<file path="src/sv/xtea_pkg.sv">
`timescale 1ns / 1ps

package xtea_pkg;

  localparam int unsigned ROUNDS = 32;
  localparam int unsigned STAGES = 2 * ROUNDS;
  localparam logic [31:0] XTEA_DELTA = 32'h9E3779B9;

  localparam int unsigned WORD_W = 32;
  localparam int unsigned CFG_IDX_W = 2;

  typedef logic [WORD_W-1:0] word_t;
  typedef word_t key_t [4];

  typedef enum logic [CFG_IDX_W-1:0] {
    KEY_WORD_0 = 2'd0,
    KEY_WORD_1 = 2'd1,
    KEY_WORD_2 = 2'd2,
    KEY_WORD_3 = 2'd3
  } cfg_idx_t;

  // one item as it travels down the round pipeline
  typedef struct packed {
    logic  valid;
    logic  dec;
    word_t left;
    word_t right;
  } blk_t;

  // subkey of the first half-round of round r
  function automatic word_t subkey_even(input key_t k, input int unsigned r);
    word_t s;
    s = 32'(r) * XTEA_DELTA;
    return s + k[s[1:0]];
  endfunction

  // subkey of the second half-round of round r
  function automatic word_t subkey_odd(input key_t k, input int unsigned r);
    word_t s;
    s = 32'(r + 1) * XTEA_DELTA;
    return s + k[s[12:11]];
  endfunction

  function automatic word_t mix(input word_t v);
    return ((v << 4) ^ (v >> 5)) + v;
  endfunction

endpackage

</file>
<file path="src/sv/xtea_if.sv">


interface xtea_rsp_if;
  logic        valid;
  logic        ready;
  logic [31:0] left_result;
  logic [31:0] right_result;

  modport source (output valid, output left_result, output right_result, input ready);
  modport sink (input valid, input left_result, input right_result, output ready);
endinterface

</file>
<file path="src/sv/xtea_out_q.sv">
`timescale 1ns / 1ps

module xtea_out_q
  import xtea_pkg::*;
(
  input  logic  clk,
  input  logic  rst,
  input  logic  push,
  input  word_t push_left,
  input  word_t push_right,
  output logic  room,
  xtea_rsp_if.source rsp
);

  logic [1:0] count;
  logic [1:0] count_next;
  word_t      left0;
  word_t      right0;
  word_t      left1;
  word_t      right1;
  logic       pop;

  assign pop              = rsp.valid & rsp.ready;
  assign rsp.valid        = (count != 2'd0);
  assign rsp.left_result  = left0;
  assign rsp.right_result = right0;
  assign room             = (count != 2'd2);

  always_comb begin
    count_next = count;
    if (push && !pop) begin
      count_next = count + 2'd1;
    end else if (pop && !push) begin
      count_next = count - 2'd1;
    end
  end

  always_ff @(posedge clk) begin
    if (rst) begin
      count <= 2'd0;
    end else begin
      count <= count_next;
    end
  end

  always_ff @(posedge clk) begin
    if (pop) begin
      if (push && count == 2'd1) begin
        left0  <= push_left;
        right0 <= push_right;
      end else begin
        left0  <= left1;
        right0 <= right1;
        if (push) begin
          left1  <= push_left;
          right1 <= push_right;
        end
      end
    end else if (push) begin
      if (count == 2'd0) begin
        left0  <= push_left;
        right0 <= push_right;
      end else begin
        left1  <= push_left;
        right1 <= push_right;
      end
    end
  end

endmodule

</file>
<file path="src/flat_wrapper.sv">
// flat-port wrapper written by rule: the top's interface ports become plain ports
module xtea_out_q_flat import xtea_pkg::*;
  (clk, rst, push, push_left, push_right, room, rsp_valid, rsp_left_result, rsp_right_result, rsp_ready);
  xtea_rsp_if rsp_i ();
  input  logic clk;
  input  logic rst;
  input  logic push;
  input  word_t push_left;
  input  word_t push_right;
  output logic room;
  output wire logic [$bits(rsp_i.valid)-1:0] rsp_valid;
  output wire logic [$bits(rsp_i.left_result)-1:0] rsp_left_result;
  output wire logic [$bits(rsp_i.right_result)-1:0] rsp_right_result;
  input wire logic [$bits(rsp_i.ready)-1:0] rsp_ready;
  assign rsp_valid = rsp_i.valid;
  assign rsp_left_result = rsp_i.left_result;
  assign rsp_right_result = rsp_i.right_result;
  assign rsp_i.ready = rsp_ready;
  xtea_out_q u_core (.clk(clk), .rst(rst), .push(push), .push_left(push_left), .push_right(push_right), .room(room), .rsp(rsp_i));
endmodule
</file>
<file path="config.mk">
export PLATFORM = sky130hd
export DESIGN_NAME = xtea_out_q_flat
export DESIGN_NICKNAME = d
export VERILOG_FILES = /design/src/sv/xtea_pkg.sv /design/src/sv/xtea_if.sv /design/src/sv/xtea_out_q.sv /design/src/flat_wrapper.sv
export SDC_FILE = /design/constraint.sdc
export NUM_CORES = 1
export LEC_CHECK = 0
export BUFFER_PORTS_ARGS = -buffer_cell sky130_fd_sc_hd__clkbuf_2
export CORE_AREA = 4 4 108 110
export CTS_CLUSTER_DIAMETER = 200
export CTS_CLUSTER_SIZE = 12
export DETAILED_ROUTE_END_ITERATION = 16
export DIE_AREA = 0 0 112 114
export MAX_ROUTING_LAYER = met4
export PLACE_DENSITY = 0.73
export SLEW_MARGIN = 25
export SYNTH_ARGS = -nofsm -noshare
export SYNTH_HDL_FRONTEND = slang
export SYNTH_SLANG_ARGS = --single-unit
</file>
<file path="constraint.sdc">
create_clock -name clk -period 23 [get_ports clk]
set_input_delay 2.3 -clock clk [delete_from_list [all_inputs] [get_ports clk]]
set_output_delay 2.3 -clock clk [all_outputs]
set_load 0.005 [all_outputs]
</file>
# Word level (Yosys, flattened, before mapping)

Cells that the tools add are included.

Add/sub/neg operators: 2
Multiply operators: 0
Div/mod/pow operators: 0
$lt $le $gt $ge: 0
Eq/ne operators: 4
Shift-type cells: 0
Multiplexer cells: 20
Bitwise gates (word level): 1
Reduce and logical (&&, ||, !) cells: 13

Operators by type and width:

| cell                                                   | number |
|---|---|
| 2-to-1 mux 32 bit                                      | 18 |
| nonzero test 2 bit                                     | 5 |
| 2-to-1 mux 2 bit                                       | 2 |
| inequality test 2 bit (second input constant)          | 2 |
| AND reduction 4 bit                                    | 1 |
| logical AND 1 bit                                      | 3 |
| adder 2 x 1 -> 2 bit (second input constant)           | 1 |
| equality test 2 x 1 -> 1 bit (second input constant)   | 1 |
| logical NOT 1 bit                                      | 2 |
| logical NOT 2 bit                                      | 1 |
| inequality test 2 x 1 -> 1 bit (second input constant) | 1 |
| AND reduction 2 bit                                    | 1 |
| subtractor 2 x 1 -> 2 bit (second input constant)      | 1 |
| bitwise AND 1 bit                                      | 1 |

Bits in registers: 130
Latch bits: 0
Memory bits (writable): 0
Bits in read-only memories: 0
Input bits: 68
Memories kept: 0

# Longest topological paths before layout

Depth after elaboration: 5
Depth in mapped cells: 7
Mapped depth without buffers: 7

# Least setup slack after synthesis

Ideal clock, no wire load.

Kind: input -> register
Start: input push
End: register u_core.left1[0], enable pin
Library setup time: 0.826 ns
Arrival time: 12.448 ns
Required time: 22.174 ns
Slack: 9.726 ns
Cell stages on the path: 3
Path buffers: 0
Cell sequence: inv_1 > ha_1 > a2111oi_0

Cells in the longest elaborated chain, start to end: 3
Elaborated cells between the ends (all ways): 5

RTL lines:

| what                                                                                | line              | text |
|---|---|---|
| start: declaration                                                                  | flat_wrapper.sv:7 | `input logic push;` |
| logical AND 1 bit                                                                   | xtea_out_q.sv:48  | `if (push && count == 2'd1) begin` |
| inequality test 2 bit (no source line) / nonzero test 2 bit (equally long branches) | --                |  |
| AND reduction 4 bit (no source line) (*)                                            | --                |  |
| end signal: assignment                                                              | xtea_out_q.sv:55  | `left1 <= push_left;` |
| end signal: assignment                                                              | xtea_out_q.sv:64  | `left1 <= push_left;` |
| end: declaration                                                                    | xtea_out_q.sv:19  | `word_t left1;` |

Mark *: on every way between the ends. The rest lies on a longest branch, timed or not.
A chain may end at the register's enable or synchronous reset.

# Worst setup path after layout

Start: register u_core.count[0]
End: output rsp_valid

Cells in the longest elaborated chain, start to end: 1

RTL lines:

| what                     | line               | text |
|---|---|---|
| start: declaration       | xtea_out_q.sv:15   | `logic [1:0] count;` |
| start signal: assignment | xtea_out_q.sv:42   | `count <= count_next;` |
| nonzero test 2 bit       | xtea_out_q.sv:24   | `assign rsp.valid = (count != 2'd0);` |
| end: declaration         | flat_wrapper.sv:11 | `output wire logic [$bits(rsp_i.valid)-1:0] rsp_valid;` |

No other way between the ends.

==> out/metrics.sh <==
SYNTH.CELL_AREA_MM2=0.00506
FIRST_PASS_ITERS=4
TIMING.CRITICAL_PATH.FANOUT_MAX=3
GLOBALPLACE.CONGESTION=0.749
GRT_REMAINING_OVERFLOW=0
NUM_VIAS=2422
WIRELENGTH_UM=8450
DRT_ITER0_MARKERS=125
CLOCKROOTBUFFER='clkbuf_8'
SYN_AVG_CELL_AREA_UM2=23.0
POSTLAYOUTCOREUTIL_PCT=60.7
CLOCK.FMAX_MHz=265
AREA.GROWTH.SYNTH_TO_FINAL_PCT=28.4
NETS=442
DIODES_INSERTED=0
PLACED_WIRE_LENGTH_ESTIMATE_AFTER_DETAILED_PLACEMENT_UM=5680
PERIOD_MINUS_SLACK_NS=3.78
WORST_R2R_PATH_DEPTH=6
HOLD_VIOLATIONS=0
FINALCLOCKSKEW_NS=0.00715
WORSTSETUPENDPOINTTYPE='output pin'
FLOORPLAN.INITIALDENSITY_PCT=47.3
GRT_ANTENNA_BEFORE_REPAIR=0
PORTBUFFERS=133
ROUTEDWLPERCELL_UM=16.2
POST_CTS_RESIZE_COUNT=0
TIGHTEST_SLEW_NS=0.835
YS_SEQ_AREA_SHARE_PCT=76.8
CRITICAL-PATH-MAX-STAGE-DELAY_NS=0.38
CRITICAL_PATH_CLASS='flip-flop to output pin'
ROW_COUNT=38
MULTIINPUTGATEAREA_MM2=0.00110
FLOORPLAN.DIE.WIDTH_UM=112
DIEHEIGHT_UM=114
POWER.LEAKAGE_uW=0.00275
YOSYS_REGISTER_BITS=130
CTS_INSERTED_BUFFERS=17
TIMING.HOLD.WORST_PATH_DEPTH=1
FLOORPLAN.DIE_AREA_MM2=0.0128
IO-PIN-COUNT=134
CPMAXSTAGEDELAYCELL='dfxtp_1'
CTS_TREE='yes'
SLEW_HEADROOM_PCT=44.3
CRITPATHBUFINV=3
FINAL_SLEW_VIOLATIONS=0
SYNTH_CELL_TYPE_COUNT=14
FLOORPLAN.CORE_AREA_MM2=0.0107
CP.REQUIRED_NS=20.70
START_KIND='flip-flop'
PEAKVDDDROP_V=0.000161
SETUP-TNS-FINAL_NS=0
POST_CTS.REPAIR.SETUP_BUFFERS=0
TRACK_USAGE_PCT=14.4
DRT_DRC_VIOLATIONS_LEFT=0
CAP_VIOL_MAX_COUNT=0
CTSLONGESTPATHBUFFERS=2
CRIT_CHAIN='inv_1 > ha_1 > inv_1 > clkbuf_2'
PORTION_OF_THE_CLOCK_CYCLE_CONSUMED_BY_THE_WORST_PATH_IN_THE_FINAL_LAYOUT_PCT=16.4
GLOBAL_ROUTE_WIRE_LENGTH_BEFORE_REPAIR_UM=13300
DETAIL-ROUTE-ANTENNA-NETS=0
TRITONCTS_SINK_COUNT=130
CLK_LATENCY_NS=0.51
TOTAL_SETUP_VIOLATIONS_REPORTED_AT_THE_END_OF_THE_FLOW=0
CRIT_ARRIVAL_NS=1.48
FF_LATCH_AREA_MM2=0.00388
SYNTH.YOSYS.WARNINGS=0
CRIT_PATH_FREQUENT_CELL='inv_1'
AVGVIACOUNTPERCELL=4.65
CRITICAL_PATH_CELL_COUNT=4
MAXIMUM_NUMBER_OF_PINS_ON_ONE_NET_BEFORE_GLOBAL_ROUTE_REPAIR=65
POST_SYNTH_INST_COUNT=220
POWER-PER-CELL-AREA_mW_PER_MM2=133
CTS_HOLD_BUFFERS=0
TIMING.HOLD.WORST.CLASS='flip-flop to flip-flop'
MAPPEDNETLISTNETS=293
FIRST_GLOBAL_VIAS=2570
N_FILL_CELL=792
CPLARGESTDELAYFAMILY='flip-flops'
CLKTRANSATPATHREGS_NS=0.06
OUTCOME='finished, final reports clean'
RSZ_0062_RAISED_AFTER_GLOBAL_ROUTING='no'
HTREE_LEVELS=4
FINAL_LAYOUT_SIZE_SUFFIX_GT1_SHARE_PCT=61.4
[metrics by stage]
step           setup WS [ns]  area [um^2]  cells  power, uW  hold slack [ns]
2_1_floorplan           9.73         5060    220        534            0.487
3_3_place_gp           18.91         5870    489        593            0.501
3_5_place_dp           18.99         5900    490        601            0.533
4_1_cts                19.18         6500    521        875            0.545
5_1_grt                19.11         6500    521        906            0.557
6_report               19.22         6500    521        862            0.543
[area by class of cell]
cell class	count	area share, %
multi-input cells	78	17.0
clock buffers	18	6.43
inverters	5	0.289
flip-flops and latches	130	59.8
repair buffers	137	11.0
clock inverters	13	2.83
well taps	140	2.70
[synth_stat cells]
master / n / area (um^2)
edfxtp_1: 128 / 3840
mux2_4: 60 / 901
buf_6: 7 / 78.8
ha_1: 5 / 62.6
inv_1: 5 / 18.8
mux2_2: 4 / 45.0
dfxtp_1: 2 / 40.0
nor2_1: 2 / 7.51
xnor2_1: 2 / 17.5
a2111oi_0: 1 / 8.76
a21o_1: 1 / 7.51
mux2i_1: 1 / 10.0
nand2b_4: 1 / 13.8
o21ai_0: 1 / 5.00
[registers in the layout (all words and copies together) (netlist names)]
signal and cells:
u_core.count 2, u_core.left1 32, u_core.right1 32, u_core.rsp.left_result 32, u_core.rsp.right_result 32
[layout by cell type, fill, tap and decap left out]
| cell type | synthesis | final |
|---|---|---|
| inv_1 | 5 | 5 |
| nand2b_4 | 1 | 1 |
| nor2_1 | 2 | 2 |
| mux2_2 | 4 | 4 |
| clkbuf_2 | 0 | 133 |
| clkbuf_16 | 0 | 16 |
| dfxtp_1 | 2 | 2 |
| xnor2_1 | 2 | 2 |
| a21o_4 | 0 | 1 |
| buf_16 | 0 | 1 |
| clkbuf_1 | 0 | 1 |
| clkinv_4 | 0 | 1 |
| a2111oi_2 | 0 | 1 |
| bufinv_16 | 0 | 4 |
| mux2_4 | 60 | 60 |
| o21ai_4 | 0 | 1 |
| ha_1 | 5 | 5 |
| buf_4 | 0 | 3 |
| inv_6 | 0 | 3 |
| mux2i_1 | 1 | 1 |
| edfxtp_1 | 128 | 128 |
| clkbuf_8 | 0 | 1 |
| clkinvlp_4 | 0 | 2 |
| clkinv_2 | 0 | 2 |
| clkinv_1 | 0 | 1 |
[report_power, final]
group,switching [uW],internal [uW],total (uW),leakage [uW]
clock,96.0,176,272,0.000289
combinational,108,105,213,0.00123
sequential,19.6,358,378,0.00122
[worst register-to-register path: cells and delay by family (launching register included)]
family,cells,cell delay (ns)
AND/OR/NAND/NOR,1,0.19
buffers and inverters,2,0.40
multiplexers,1,0.39
adder cells (fa/ha/maj),1,0.23
flip-flops,1,0.34
AO/OA/AOI/OAI,1,0.48
[per-layer routing]
metal	up-vias	share of wire (%)	GRT usage, %
li1	1173	-	-
met1	1149	43	17.8
met2	93	48	20.9
met3	7	7.9	7.43
met4	0	0.83	4.33
met5	-	0	-
[final timing paths]
check,from,to,slack (ns)
setup / recovery,u_core.count[0]$_SDFFE_PP0P_,rsp_valid,19.22
hold / removal,u_core.right1[8]$_DFFE_PP_,u_core.rsp.right_result[8]$_DFFE_PP_,0.54
setup reg to reg,u_core.count[0]$_SDFFE_PP0P_,u_core.rsp.right_result[22]$_DFFE_PP_,20.73
hold reg to reg,u_core.right1[8]$_DFFE_PP_,u_core.rsp.right_result[8]$_DFFE_PP_,0.54
[logic make-up (layout without fill, tap and decap cells)]
logic type      count (synthesis)  after routing  share of synthesized area (%)
mux                            65             65                           18.9
fa+ha+maj                       5              5                           1.24
simple gates                    3              3                          0.420
flops                         130            130                           76.8
compound gates                  3              3                          0.420
buf+inv                        12            173                           1.93
xor+xnor                        2              2                          0.346
(Power assumes the default switching activity.)
