$ cat src/sv/xtea_pkg.sv
`timescale 1ns / 1ps

package xtea_pkg;

  localparam int unsigned ROUNDS = 32;
  localparam int unsigned STAGES = 2 * ROUNDS;
  localparam logic [31:0] XTEA_DELTA = 32'h9E3779B9;

  localparam int unsigned WORD_W = 32;
  localparam int unsigned CFG_IDX_W = 2;

  typedef logic [WORD_W-1:0] word_t;
  typedef word_t key_t [4];

  typedef enum logic [CFG_IDX_W-1:0] {
    KEY_WORD_0 = 2'd0,
    KEY_WORD_1 = 2'd1,
    KEY_WORD_2 = 2'd2,
    KEY_WORD_3 = 2'd3
  } cfg_idx_t;

  // one item as it travels down the round pipeline
  typedef struct packed {
    logic  valid;
    logic  dec;
    word_t left;
    word_t right;
  } blk_t;

  // subkey of the first half-round of round r
  function automatic word_t subkey_even(input key_t k, input int unsigned r);
    word_t s;
    s = 32'(r) * XTEA_DELTA;
    return s + k[s[1:0]];
  endfunction

  // subkey of the second half-round of round r
  function automatic word_t subkey_odd(input key_t k, input int unsigned r);
    word_t s;
    s = 32'(r + 1) * XTEA_DELTA;
    return s + k[s[12:11]];
  endfunction

  function automatic word_t mix(input word_t v);
    return ((v << 4) ^ (v >> 5)) + v;
  endfunction

endpackage

$ cat src/sv/xtea_stage.sv
`timescale 1ns / 1ps

module xtea_stage
  import xtea_pkg::*;
(
  input  logic  clk,
  input  logic  rst,
  input  logic  en,
  input  blk_t  d,
  input  word_t enc_key,
  input  word_t dec_key,
  input  logic  upd_left_enc,
  output blk_t  q
);

  logic  upd_left;
  word_t src;
  word_t f;
  word_t old_w;
  word_t new_w;

  // decryption walks the half-rounds backwards, so it updates the other half
  always_comb begin
    upd_left = upd_left_enc ^ d.dec;
    src      = upd_left ? d.right : d.left;
    old_w    = upd_left ? d.left : d.right;
    f        = mix(src) ^ (d.dec ? dec_key : enc_key);
    new_w    = d.dec ? (old_w - f) : (old_w + f);
  end

  always_ff @(posedge clk) begin
    if (rst) begin
      q.valid <= 1'b0;
    end else if (en) begin
      q.valid <= d.valid;
    end
  end

  always_ff @(posedge clk) begin
    if (en) begin
      q.dec   <= d.dec;
      q.left  <= upd_left ? new_w : d.left;
      q.right <= upd_left ? d.right : new_w;
    end
  end

endmodule

$ cat config.mk
export PLATFORM = sky130hd
export DESIGN_NAME = xtea_stage
export DESIGN_NICKNAME = d
export VERILOG_FILES = /design/src/sv/xtea_pkg.sv /design/src/sv/xtea_stage.sv
export SDC_FILE = /design/constraint.sdc
export NUM_CORES = 1
export LEC_CHECK = 0
export BUFFER_PORTS_ARGS = -buffer_cell sky130_fd_sc_hd__clkbuf_2
export CORE_MARGIN = 2
export CORE_UTILIZATION = 57
export DETAILED_ROUTE_END_ITERATION = 10
export PLACE_DENSITY_LB_ADDON = 0.05
export SYNTH_ARGS = -nofsm -noshare
export SYNTH_HDL_FRONTEND = slang
export SYNTH_SLANG_ARGS = --single-unit
$ cat constraint.sdc
create_clock -name clk -period 10.75 [get_ports clk]
set_input_delay 2.15 -clock clk [delete_from_list [all_inputs] [get_ports clk]]
set_output_delay 2.15 -clock clk [all_outputs]
set_load 0.05 [all_outputs]
## Yosys cells after proc, flatten, opt, wreduce, memory -nomap -nowiden

Index checks and enable logic that the tools add are counted.

- Output and inout port bits: 66
- Input bits: 134
- Word-level logic and storage cells: 16
- Flip-flop bits (word level): 66

- Mux-type cells: 6
- Add/subtract/negate cells: 3
- Bitwise gates (word level): 3

Operators with widths:

| kind | count |
|---|---|
| 32-bit two-way mux | 6 |
| 32-bit adder | 2 |
| 32-bit subtractor | 1 |
| 32-bit by 27-bit bitwise XOR with 32-bit output | 1 |
| 32-bit bitwise XOR | 1 |
| 1-bit bitwise XOR | 1 |

## Longest topological paths before layout

Gate-level depths: netlist of the first run.

- Depth in word-level cells: 8
- Depth in mapped cells: 36
- Gate-level depth less buffers: 30

## Least setup slack after synthesis of the first run

Ideal clock, no wire load.

- Path kind: input -> register
- Start: in upd_left_enc
- End: reg q[63] in the netlist's numbering (data pin)
- Path slack: 2.015 ns
- Stages: 35
- Buffers on the path: 6
- Library setup time: 0.263 ns
- Arrival time: 8.472 ns
- Cell sequence: buf_6 xor2_4 buf_4 buf_1 clkbuf_1 clkbuf_1 nand2_1 nand2_1 ha_1 ha_1 a211oi_1 mux2i_1 a41oi_1 nand4_1 nand2_1 o31ai_2 a41oi_1 nor3_1 and4_1 buf_2 a31oi_1 xor2_1 ha_1 nand2_1 nor2_1 and3_1 o21ai_0 nand2_1 o2111ai_1 a31oi_1 a41oi_1 a21o_1 xnor2_1 xnor2_1 a31oi_1

- Cells in the longest elaborated chain, start to end: 8
- Elaborated cells between the ends (all ways): 10
- Classes of those cells: 3 x add/sub; 4 x mux; 3 x bitwise

Ends and longest elaborated chain:

| what | line | source |
|---|---|---|
| start: declaration | xtea_stage.sv:12 | `input logic upd_left_enc,` |
| 1-bit bitwise XOR * | xtea_stage.sv:24 | `upd_left = upd_left_enc ^ d.dec;` |
| 32-bit two-way mux | xtea_stage.sv:25 | `src = upd_left ? d.right : d.left;` |
| 32-bit by 27-bit bitwise XOR with 32-bit output | xtea_pkg.sv:45 | `return ((v << 4) ^ (v >> 5)) + v;` |
| 32-bit adder | xtea_pkg.sv:45 |  |
| 32-bit bitwise XOR | xtea_stage.sv:27 | `f = mix(src) ^ (d.dec ? dec_key : enc_key);` |
| 32-bit adder / 32-bit subtractor (equally long branches) | xtea_stage.sv:28 | `new_w = d.dec ? (old_w - f) : (old_w + f);` |
| 32-bit two-way mux | xtea_stage.sv:28 |  |
| 32-bit two-way mux * | xtea_stage.sv:42 | `q.left <= upd_left ? new_w : d.left;` |
| end: declaration | xtea_stage.sv:13 | `output blk_t q` |

Every way passes the cells marked *; elsewhere a longest branch is shown, timed or not.
A chain may end at the register's enable or synchronous reset.

## Worst setup path after layout of the first run

Ends and elaborated chain as after synthesis.

==> run metrics, run 1 <==
outcome finished, final reports clean; Sw Share 0.5333; Post-Place Cell Area 10030 sq um; RSZ-0062 raised after global routing no; Synth Flop Type edfxtp_1; fmax 104.8 MHz; yosys warns 0; Clock transition at path regs 0.05 ns; Sw Pwr between 1.5 and 2 mW; setup slack, reg-to-reg about 10 ns; Final HPWL DP between 20000 and 25000 microns; clock buffer depth 2; sequential power share 0.157; Critical Path Most Common Cell nand2_1; Clock Power Share 0.096; postcts setup bufs 0; P_leak 4.899 nW; drt wl/cell 16.78 microns; Netlist cell types 78; final setup TNS 0 ns; Largest regs q: 66 flops; # clock sinks 66; Yosys reg bits 66; pwr dens 289.6 nW/um^2; reg2reg end q[65]$_SDFFE_PP0P_; clock latency on the worst-skew pair 0.32 ns; max reg flops 66; All-Layer GR Usage 0.2975; Initial DRC Count 643; Ports 200; clock skew 0 ns; Max Cap Violations 0; post-route cell area about 10000 sq um; Final Net Count roughly 1500; final setup violation count 0; Post-DRT Antenna Nets 0; fin crit period roughly 9.5 ns; Tcrit/Tclk final 0.8879; Avg Cell Area, Syn between 7 and 8 sq um; Mapped Area 8937 sq um; # fillers between 1000 and 1500; logic gate share of total power 0.747; synthesized instance count 1124; row count 45; H-tree depth 3; share of cells above drive strength 1 0.1963; Worst setup endpoint q[63]$_DFFE_PP_; RePlAce Congestion roughly 0.97; residual DRC count 0; largest net degree at the start of global routing between 60 and 70; worst-path fanout max 29; diodes inserted 0; critical path arrival 9.61 ns; DR vias 8934; routing usage on met2 0.4437; Pins Over Slew Limit 0; first-pass GRT wire length 38850 microns; vias in the first global route 7605; Hold-fix buffers, CTS 0; initial core utilization 0.5857; Die Wd 129.2 microns; Die Y 129.2 microns; post-synth net total between 1000 and 1500; Slew HR 0.4531; sequential share of the synthesized area 0.2206; P&R area growth vs syn 15.51%; IO buf count between 150 and 200; hold crit path type reg2reg; commonest cells after routing, fill and taps aside nand2_1 (232), clkbuf_2 (198), o21ai_0 (94); met1 Resource Use GR 0.4487; Max VDD drop 0.1255 mV; Worst EP required 10.81 ns; Post-synth EDFFs 65; Critical Path End Type flip-flop; grt met3 use 0.04170; Setup WS post-layout approximately 1.2 ns; final hold vios 0; Post-synth ARST share 0; internal power 1.395 mW; worst slack, placed 1.081 ns; TritonCTS clock tree yes; Critical path origin upd_left_enc; largest register by flop count q; final wirelength roughly 25000 microns; gr ovfl total 0; Tightest Pin Transition 0.8204 ns; Max stage delay cell, worst path xnor2_4; most common cell after layout, fill and taps aside nand2_1; reg2reg start q[65]$_SDFFE_PP0P_; Resized cells post-CTS 0; antenna violations before repair 0; Most Crowded Layer GR met1; core box area 15260 sq um; CP startpoint kind input port; Num CTS Buffers 9; DR vias/cell 5.936; clock root buffer master clkbuf_16; crit path kind in2reg; Die ar. between 15000 and 20000 sq um; Worst Reg-to-Reg Cells 2; WHS 0.5003 ns; drt first pass iters 5; delay of the slowest cell on the worst path 0.73 ns
[stage by stage]
stage	power, mW	instances	util
6_report	2.990	1505	0.6766
5_1_grt	3.212	1505	0.6766
4_1_cts	2.958	1505	0.6766
3_5_place_dp	2.663	1489	0.6571
3_3_place_gp	2.647	1489	0.6571
2_1_floorplan	2.197	1124	-
[routing by layer]
metal / part of all wire / up-vias
li1: - / 4421
met1: 0.47 / 4091
met2: 0.42 / 385
met3: 0.087 / 37
met4: 0.022 / 0
met5: 0 / -
[area by class of cell]
class | instances | area (sq um) | share of cell area
clock buffer | 11 | 242.7 | 0.02351
clock inverter | 5 | 55.05 | 0.005333
inverter | 16 | 60.06 | 0.005817
multi-input combinational | 988 | 6664 | 0.6455
sequential | 66 | 1972 | 0.1910
tap | 211 | 264.0 | 0.02557
timing repair buffer | 208 | 1066 | 0.1033
[power groups by stage]
stage | clock network [mW] | logic (mW) | registers, mW
finish | 0.287 | 2.23 | 0.470
global route | 0.303 | 2.43 | 0.481
CTS | 0.290 | 2.20 | 0.471
detailed placement | 0 | 2.19 | 0.476
global placement | 0 | 2.17 | 0.473
floorplan | 0 | 1.35 | 0.849
[worst min path at each step]
stage	from	endpoint	depth (start not counted)
4_1_cts	q[65]$_SDFFE_PP0P_	q[65]$_SDFFE_PP0P_	2
6_report	q[65]$_SDFFE_PP0P_	q[65]$_SDFFE_PP0P_	2
5_1_grt	q[65]$_SDFFE_PP0P_	q[65]$_SDFFE_PP0P_	2
2_1_floorplan	q[65]$_SDFFE_PP0P_	q[65]$_SDFFE_PP0P_	2
3_5_place_dp	q[65]$_SDFFE_PP0P_	q[65]$_SDFFE_PP0P_	2
3_3_place_gp	q[65]$_SDFFE_PP0P_	q[65]$_SDFFE_PP0P_	2
[cell usage after synthesis, types with 5 or more instances]
library cell,instances,share of area
a211oi_1,14,0.012
a21o_1,47,0.039
a21oi_1,64,0.036
a31o_2,5,0.0049
a31oi_1,13,0.0091
a41oi_1,7,0.0069
and2_1,19,0.013
and3_1,9,0.0063
and4_1,5,0.0049
buf_1,8,0.0034
clkbuf_1,36,0.015
edfxtp_1,65,0.22
ha_1,60,0.084
inv_1,16,0.0067
mux2_2,7,0.0088
mux2i_1,48,0.054
nand2_1,232,0.097
nand2b_1,10,0.0070
nand3_1,14,0.0078
nand4_1,11,0.0077
nor2_1,52,0.022
nor2b_1,6,0.0042
nor3_1,13,0.0073
o2111ai_1,5,0.0049
o211ai_1,9,0.0076
o21a_1,6,0.0050
o21ai_0,94,0.053
o31ai_1,12,0.010
or2_2,5,0.0035
or3_1,14,0.0098
xnor2_1,82,0.080
xor2_1,57,0.056
[logic make-up (layout without fill, tap and decap cells)]
family | after synthesis | count (layout) | share of synthesized area
AOI/OAI and AO/OA | 318 | 318 | 0.2299
xor gates and xnor gates | 145 | 145 | 0.1525
adders and majority gates | 62 | 62 | 0.08736
buffers and inverters | 70 | 240 | 0.03374
DFF | 66 | 66 | 0.2206
muxes | 57 | 57 | 0.06566
and+or+nand+nor | 406 | 406 | 0.2103
[critical path: cells and delay by family]
family	cells	cell delay (ns)
compound gates	10	1.91
xor+xnor	5	1.54
fa+ha+maj	2	0.75
buf+inv	2	0.69
simple gates	11	2.52
Note: power is estimated with default switching activity, not from simulation.
==> inputs of run 2 (changes only) <==
==> constraint.sdc (replaced) <==
create_clock -name clk -period 10.75 [get_ports clk]
set_input_delay 3.225 -clock clk [delete_from_list [all_inputs] [get_ports clk]]
set_output_delay 3.225 -clock clk [all_outputs]
set_load 0.05 [all_outputs]
==> run 2 against run 1 <==
Die area did not move. Clock-buffer cell count fell by 2. Critical path type unchanged. Cell count rose by 0.33%. Sequential share of layout area fell by 0.10 points. Critical path depth did not move. Non-clock buffer count rose by 5. First-iteration DRC count rose by 16%. Sequential power barely moved.
==> run metrics, run 2 (synthesis gave the netlist of run 1 again) <==
commonest cells after routing, fill and taps aside nand2_1 (232), clkbuf_2 (198), o21ai_0 (94); Tcrit/Tclk final 0.9471 (+0.05925); postcts setup bufs 0 (unchanged); Slew HR 0.4580 (+0.004893); final setup violation count 0 (unchanged); DR vias 9133 (+2.2%); Clock transition at path regs 0.06 ns (about the same); Clock Power Share 0.097 (about the same); Worst Reg-to-Reg Cells 2 (unchanged); hold crit path type reg2reg; # fillers 1359 (+0.30%); Worst EP required 10.81 ns (about the same); Num CTS Buffers 9 (unchanged); P&R area growth vs syn 16.13%; max reg flops 66 (unchanged); row count 45 (unchanged); Worst Hold Depth 2 (unchanged); final wirelength 26580 microns (+5.2%); critical path arrival 10.24 ns (+0.63 ns); first-pass GRT wire length 40520 microns (+4.3%); largest net degree at the start of global routing 67 (unchanged); clock root buffer master clkbuf_16; fin crit period 10.18 ns (+0.6369 ns); reg2reg start q[65]$_SDFFE_PP0P_; Critical Path End Type flip-flop; Initial DRC Count 747 (+16%); Pins Over Slew Limit 0 (unchanged); Max VDD drop 0.1596 mV (+27%); logic gate share of total power 0.748 (about the same); pwr dens 291.9 nW/um^2 (+0.78%); largest register by flop count q; internal power 1.402 mW (+0.46%); DR vias/cell 6.048 (+1.9%); Ports 200 (unchanged); WHS 0.5121 ns (+0.01171 ns); All-Layer GR Usage 0.3113 (+0.01383); RSZ-0062 raised after global routing no; Final Net Count 1489 (+0.34%); Sw Pwr 1.628 mW (+2.1%); Max Cap Violations 0 (unchanged); worst slack, placed 0.3193 ns (-0.7618 ns); Largest regs q: 66 flops; gr ovfl total 0 (unchanged); Sw Share 0.5373 (+0.003978); hold path start q[65]$_SDFFE_PP0P_; clock buffer depth 2 (unchanged); H-tree depth 3 (unchanged); Levels on crit path 30 (unchanged); drt wl/cell 17.60 microns (+4.9%); clock latency on the worst-skew pair 0.33 ns (about the same); CP startpoint kind input port; core box area 15260 sq um (unchanged); clock skew 0 ns (unchanged); Die ar. 16700 sq um (unchanged); critical path's top delay family compound AO/OA/AOI/OAI gates; diodes inserted 0 (unchanged); Hold-fix buffers, CTS 0 (unchanged); initial core utilization 0.5857 (unchanged); P_leak 4.929 nW (+0.61%); most common cell after layout, fill and taps aside nand2_1; vias in the first global route 7938 (+4.4%); final setup TNS 0 ns (unchanged); worst-path fanout max 25 (-14%); IO buf count 199 (unchanged); final hold vios 0 (unchanged); crit path buf inv count 2 (unchanged); # clock sinks 66 (unchanged); Die Y 129.2 microns (unchanged); outcome finished, final reports clean; delay of the slowest cell on the worst path 0.67 ns (-0.06 ns); share of cells above drive strength 1 0.2002 (+0.003863); Setup WS post-layout 0.5682 ns (-0.6369 ns); RePlAce Congestion 0.9860 (+1.5%); Final HPWL DP 21940 microns (+4.8%); sequential power share 0.155 (-0.002); Critical path origin upd_left_enc; fmax 98.21 MHz (-6.3%); Post-DRT Antenna Nets 0 (unchanged); drt first pass iters 6 (+1); TritonCTS clock tree yes; residual DRC count 0 (unchanged); antenna violations before repair 0 (unchanged); Resized cells post-CTS 0 (unchanged); Die Wd 129.2 microns (unchanged); crit path kind in2reg; Tightest Pin Transition 0.8130 ns (-0.007339 ns); Max stage delay cell, worst path xor2_4
==> run 2: cell types whose count changed in the layout (fill, tap and decap cells not counted) <==
cell,delta
clkinv_2,-1
buf_4,+4
a2111oi_0,-1
inv_6,+3
clkbuf_1,-1
clkbuf_8,-1
a2111oi_1,+1
buf_12,+1
==> run 2: tightest hold or removal path: cells and delay by family (launching register included) <==
kind             cells  cell delay [ns]
and+or+nand+nor      1             0.08
DFF                  1             0.33
muxes                1             0.07
==> run 2: power groups by stage <==
stage / clock (mW) / combinational (mW) / sequential, mW
after floorplan: 0 / 1.35 / 0.849
after global placement: 0 / 2.19 / 0.472
after detailed placement: 0 / 2.21 / 0.477
after CTS: 0.297 / 2.23 / 0.472
after global routing: 0.310 / 2.46 / 0.481
final: 0.294 / 2.27 / 0.470
==> run 2: per-stage QoR <==
step,power (mW),cells,cell area [sq um],utilization
finish,3.029,1510,10380,0.6802
global route,3.249,1510,10380,0.6802
CTS,2.995,1510,10380,0.6801
detailed placement,2.692,1494,10080,0.6604
global placement,2.664,1494,10080,0.6604
floorplan,2.197,1124,8937,-
==> run 2: final timing paths <==
check	endpoint	slack, ns
min reg2reg	q[65]$_SDFFE_PP0P_	0.51
min	q[65]$_SDFFE_PP0P_	0.51
max	q[63]$_DFFE_PP_	0.57
max reg2reg	q[65]$_SDFFE_PP0P_	10.15
==> run 2: layout make-up <==
type	count	area, sq um	area share
Timing Repair Buffer	213	1116	0.1075
Sequential cell	66	1972	0.1900
Multi-Input combinational cell	988	6665	0.6422
Clock buffer	9	225.2	0.02170
Inverter	16	60.06	0.005787
Clock inverter	7	76.32	0.007354
Tap cell	211	264.0	0.02544
==> run 2: routing by layer <==
layer	part of all wire	global-route usage	wire length, microns	vias to the layer above
met5	0	0	0	-
met4	0.019	0.08120	493	0
met3	0.092	0.05450	2435	40
met2	0.43	0.4724	11450	407
met1	0.46	0.4578	12200	4259
li1	-	-	-	4427
==> inputs of run 3 (changes only) <==
--- a/config.mk
+++ b/config.mk
@@ -9,7 +9,7 @@
 export CORE_MARGIN = 2
 export CORE_UTILIZATION = 57
 export DETAILED_ROUTE_END_ITERATION = 10
-export PLACE_DENSITY_LB_ADDON = 0.05
+export PLACE_DENSITY = 0.82
 export SYNTH_ARGS = -nofsm -noshare
 export SYNTH_HDL_FRONTEND = slang
 export SYNTH_SLANG_ARGS = --single-unit
==> run 3 against run 2 <==
Sequential share of layout area is 0.064 points higher. Sequential cell count unchanged. Critical endpoint unchanged. Register-to-register slack improved by 0.02 ns. Power decreased by 1.7%. Combinational power about the same. Clock-buffer cell count increased by 1.
==> run metrics, run 3 (synthesis gave the netlist of run 1 again) <==
outcome finished, final reports clean; Initial DRC Count 727 (-2.7%); delay of the slowest cell on the worst path 0.64 ns (-0.03 ns); first-pass GRT wire length 39880 microns (-1.6%); Worst EP required 10.82 ns (about the same); Clock transition at path regs 0.06 ns (about the same); postcts setup bufs 0 (unchanged); Final Net Count 1488 (-0.067%); initial core utilization 0.5857 (unchanged); IO buf count 199 (unchanged); Die ar. 16700 sq um (unchanged); final hold vios 0 (unchanged); pwr dens 287.8 nW/um^2 (-1.4%); Max VDD drop 0.1335 mV (-16%); final setup violation count 0 (unchanged); Tightest Pin Transition 0.8042 ns (-0.008884 ns); hold path start q[65]$_SDFFE_PP0P_; Post-Place Cell Area 10080 sq um (about the same); Sw Pwr 1.605 mW (-1.4%); clock root buffer master clkbuf_16; clock latency on the worst-skew pair 0.32 ns (about the same); clock skew 0 ns (unchanged); Clock Power Share 0.087 (-0.010); drt first pass iters 6 (unchanged); post-route cell area 10340 sq um (-0.34%); Die Wd 129.2 microns (unchanged); Max stage delay cell, worst path mux2i_2; Post-DRT Antenna Nets 0 (unchanged); non-filler cells, final 1509 (-0.066%); H-tree depth 3 (unchanged); final core utilization 0.6779 (-0.002296); DR vias 9125 (-0.088%); TritonCTS clock tree yes; All-Layer GR Usage 0.3043 (-0.007005); vias in the first global route 8034 (+1.2%); antenna violations before repair 0 (unchanged); # fillers 1335 (-1.8%); fin crit period 10.13 ns (-0.05667 ns); commonest cells after routing, fill and taps aside nand2_1 (232), clkbuf_2 (198), o21ai_0 (94); Critical Path Most Common Cell a31oi_1; final setup TNS 0 ns (unchanged); core box area 15260 sq um (unchanged); RePlAce Congestion 1.029 (+4.4%); Num CTS Buffers 9 (unchanged); share of cells above drive strength 1 0.1980 (-0.002157); Max Cap Violations 0 (unchanged); reg2reg start q[65]$_SDFFE_PP0P_; drt wl/cell 17.10 microns (-2.9%); P&R area growth vs syn 15.74%; Largest regs q: 66 flops; largest net degree at the start of global routing 67 (unchanged); flip-flop and latch area 1972 sq um (unchanged); WHS 0.4970 ns (-0.01503 ns); logic gate share of total power 0.755 (+0.007); sequential power share 0.158 (+0.003); crit path kind in2reg; Resized cells post-CTS 0 (unchanged); gr ovfl total 0 (unchanged); critical path arrival 10.19 ns (-0.05 ns); row count 45 (unchanged); DR vias/cell 6.047 (about the same); Critical path origin upd_left_enc; Slew HR 0.4607 (+0.002688); Ports 200 (unchanged); internal power 1.372 mW (-2.1%); fmax 98.76 MHz (+0.56%); Hold-fix buffers, CTS 0 (unchanged); final wirelength 25800 microns (-2.9%); Pins Over Slew Limit 0 (unchanged); Tcrit/Tclk final 0.9419 (-0.005272); largest register by flop count q; RSZ-0062 raised after global routing no; diodes inserted 0 (unchanged); # clock sinks 66 (unchanged); Sw Share 0.5390 (+0.001739); Die Y 129.2 microns (unchanged); most common cell after layout, fill and taps aside nand2_1; Critical Path End Type flip-flop; hold crit path type reg2reg; Placed Instances 1493 (-0.067%); residual DRC count 0 (unchanged); worst-path fanout max 12 (-52%); Final HPWL DP 21340 microns (-2.8%); max reg flops 66 (unchanged); P_leak 4.912 nW (-0.36%); footprint of the multi-input gates 6664 sq um (about the same); CP startpoint kind input port; clock buffer depth 2 (unchanged)
## run 3: cell count changes in the layout (fill, tap and decap cells not counted), sizes merged
cell / delta
clkinv: +3
inv: -3
clkbuf: +1
buf: -1
bufinv: -1
## run 3: path summary, 6_finish.rpt
kind,to,slack (ns),cells past startpoint
hold / removal,q[65]$_SDFFE_PP0P_,0.50,2
hold reg to reg,q[65]$_SDFFE_PP0P_,0.50,2
setup reg to reg,q[65]$_SDFFE_PP0P_,10.17,2
setup / recovery,q[63]$_DFFE_PP_,0.62,29
## run 3: critical path: cells and delay by family
| kind | cells | cell delay, ns |
|---|---|---|
| AO/OA/AOI/OAI | 11 | 2.13 |
| XOR/XNOR | 5 | 1.48 |
| adder cells (fa/ha/maj) | 2 | 0.65 |
| buffers and inverters | 2 | 0.35 |
| multiplexers | 2 | 0.78 |
| AND/OR/NAND/NOR | 7 | 1.55 |
## run 3: area by class of cell
| class | instances | area share |
|---|---|---|
| clock inverters | 6 | 0.003266 |
| well taps | 211 | 0.02552 |
| clock buffers | 10 | 0.02214 |
| multi-input cells | 988 | 0.6442 |
| inverters | 16 | 0.005806 |
| flip-flops and latches | 66 | 0.1906 |
| repair buffers | 212 | 0.1084 |
## run 3: power by group through the flow
stage / sequential [mW] / combinational (mW) / clock [mW]
after global routing: 0.480 / 2.44 / 0.272
final: 0.470 / 2.25 / 0.258
after floorplan: 0.849 / 1.35 / 0
after global placement: 0.473 / 2.17 / 0
after detailed placement: 0.477 / 2.20 / 0
after CTS: 0.472 / 2.21 / 0.260
## run 3: metrics by stage
stage / power (mW) / setup WS, ns
2_1_floorplan: 2.197 / 0.9401
3_3_place_gp: 2.641 / 0.6394
3_5_place_dp: 2.677 / 0.4570
4_1_cts: 2.941 / 0.7759
5_1_grt: 3.189 / 0.1527
6_report: 2.977 / 0.6249
## run 3: routing by layer
| metal | part of all wire | routed length (microns) | GRT usage | vias to the layer above |
|---|---|---|---|---|
| met1 | 0.45 | 11570 | 0.4463 | 4222 |
| met5 | 0 | 0 | 0 | - |
| li1 | - | - | - | 4420 |
| met4 | 0.026 | 659 | 0.1068 | 0 |
| met2 | 0.44 | 11240 | 0.4681 | 429 |
| met3 | 0.090 | 2327 | 0.02973 | 54 |
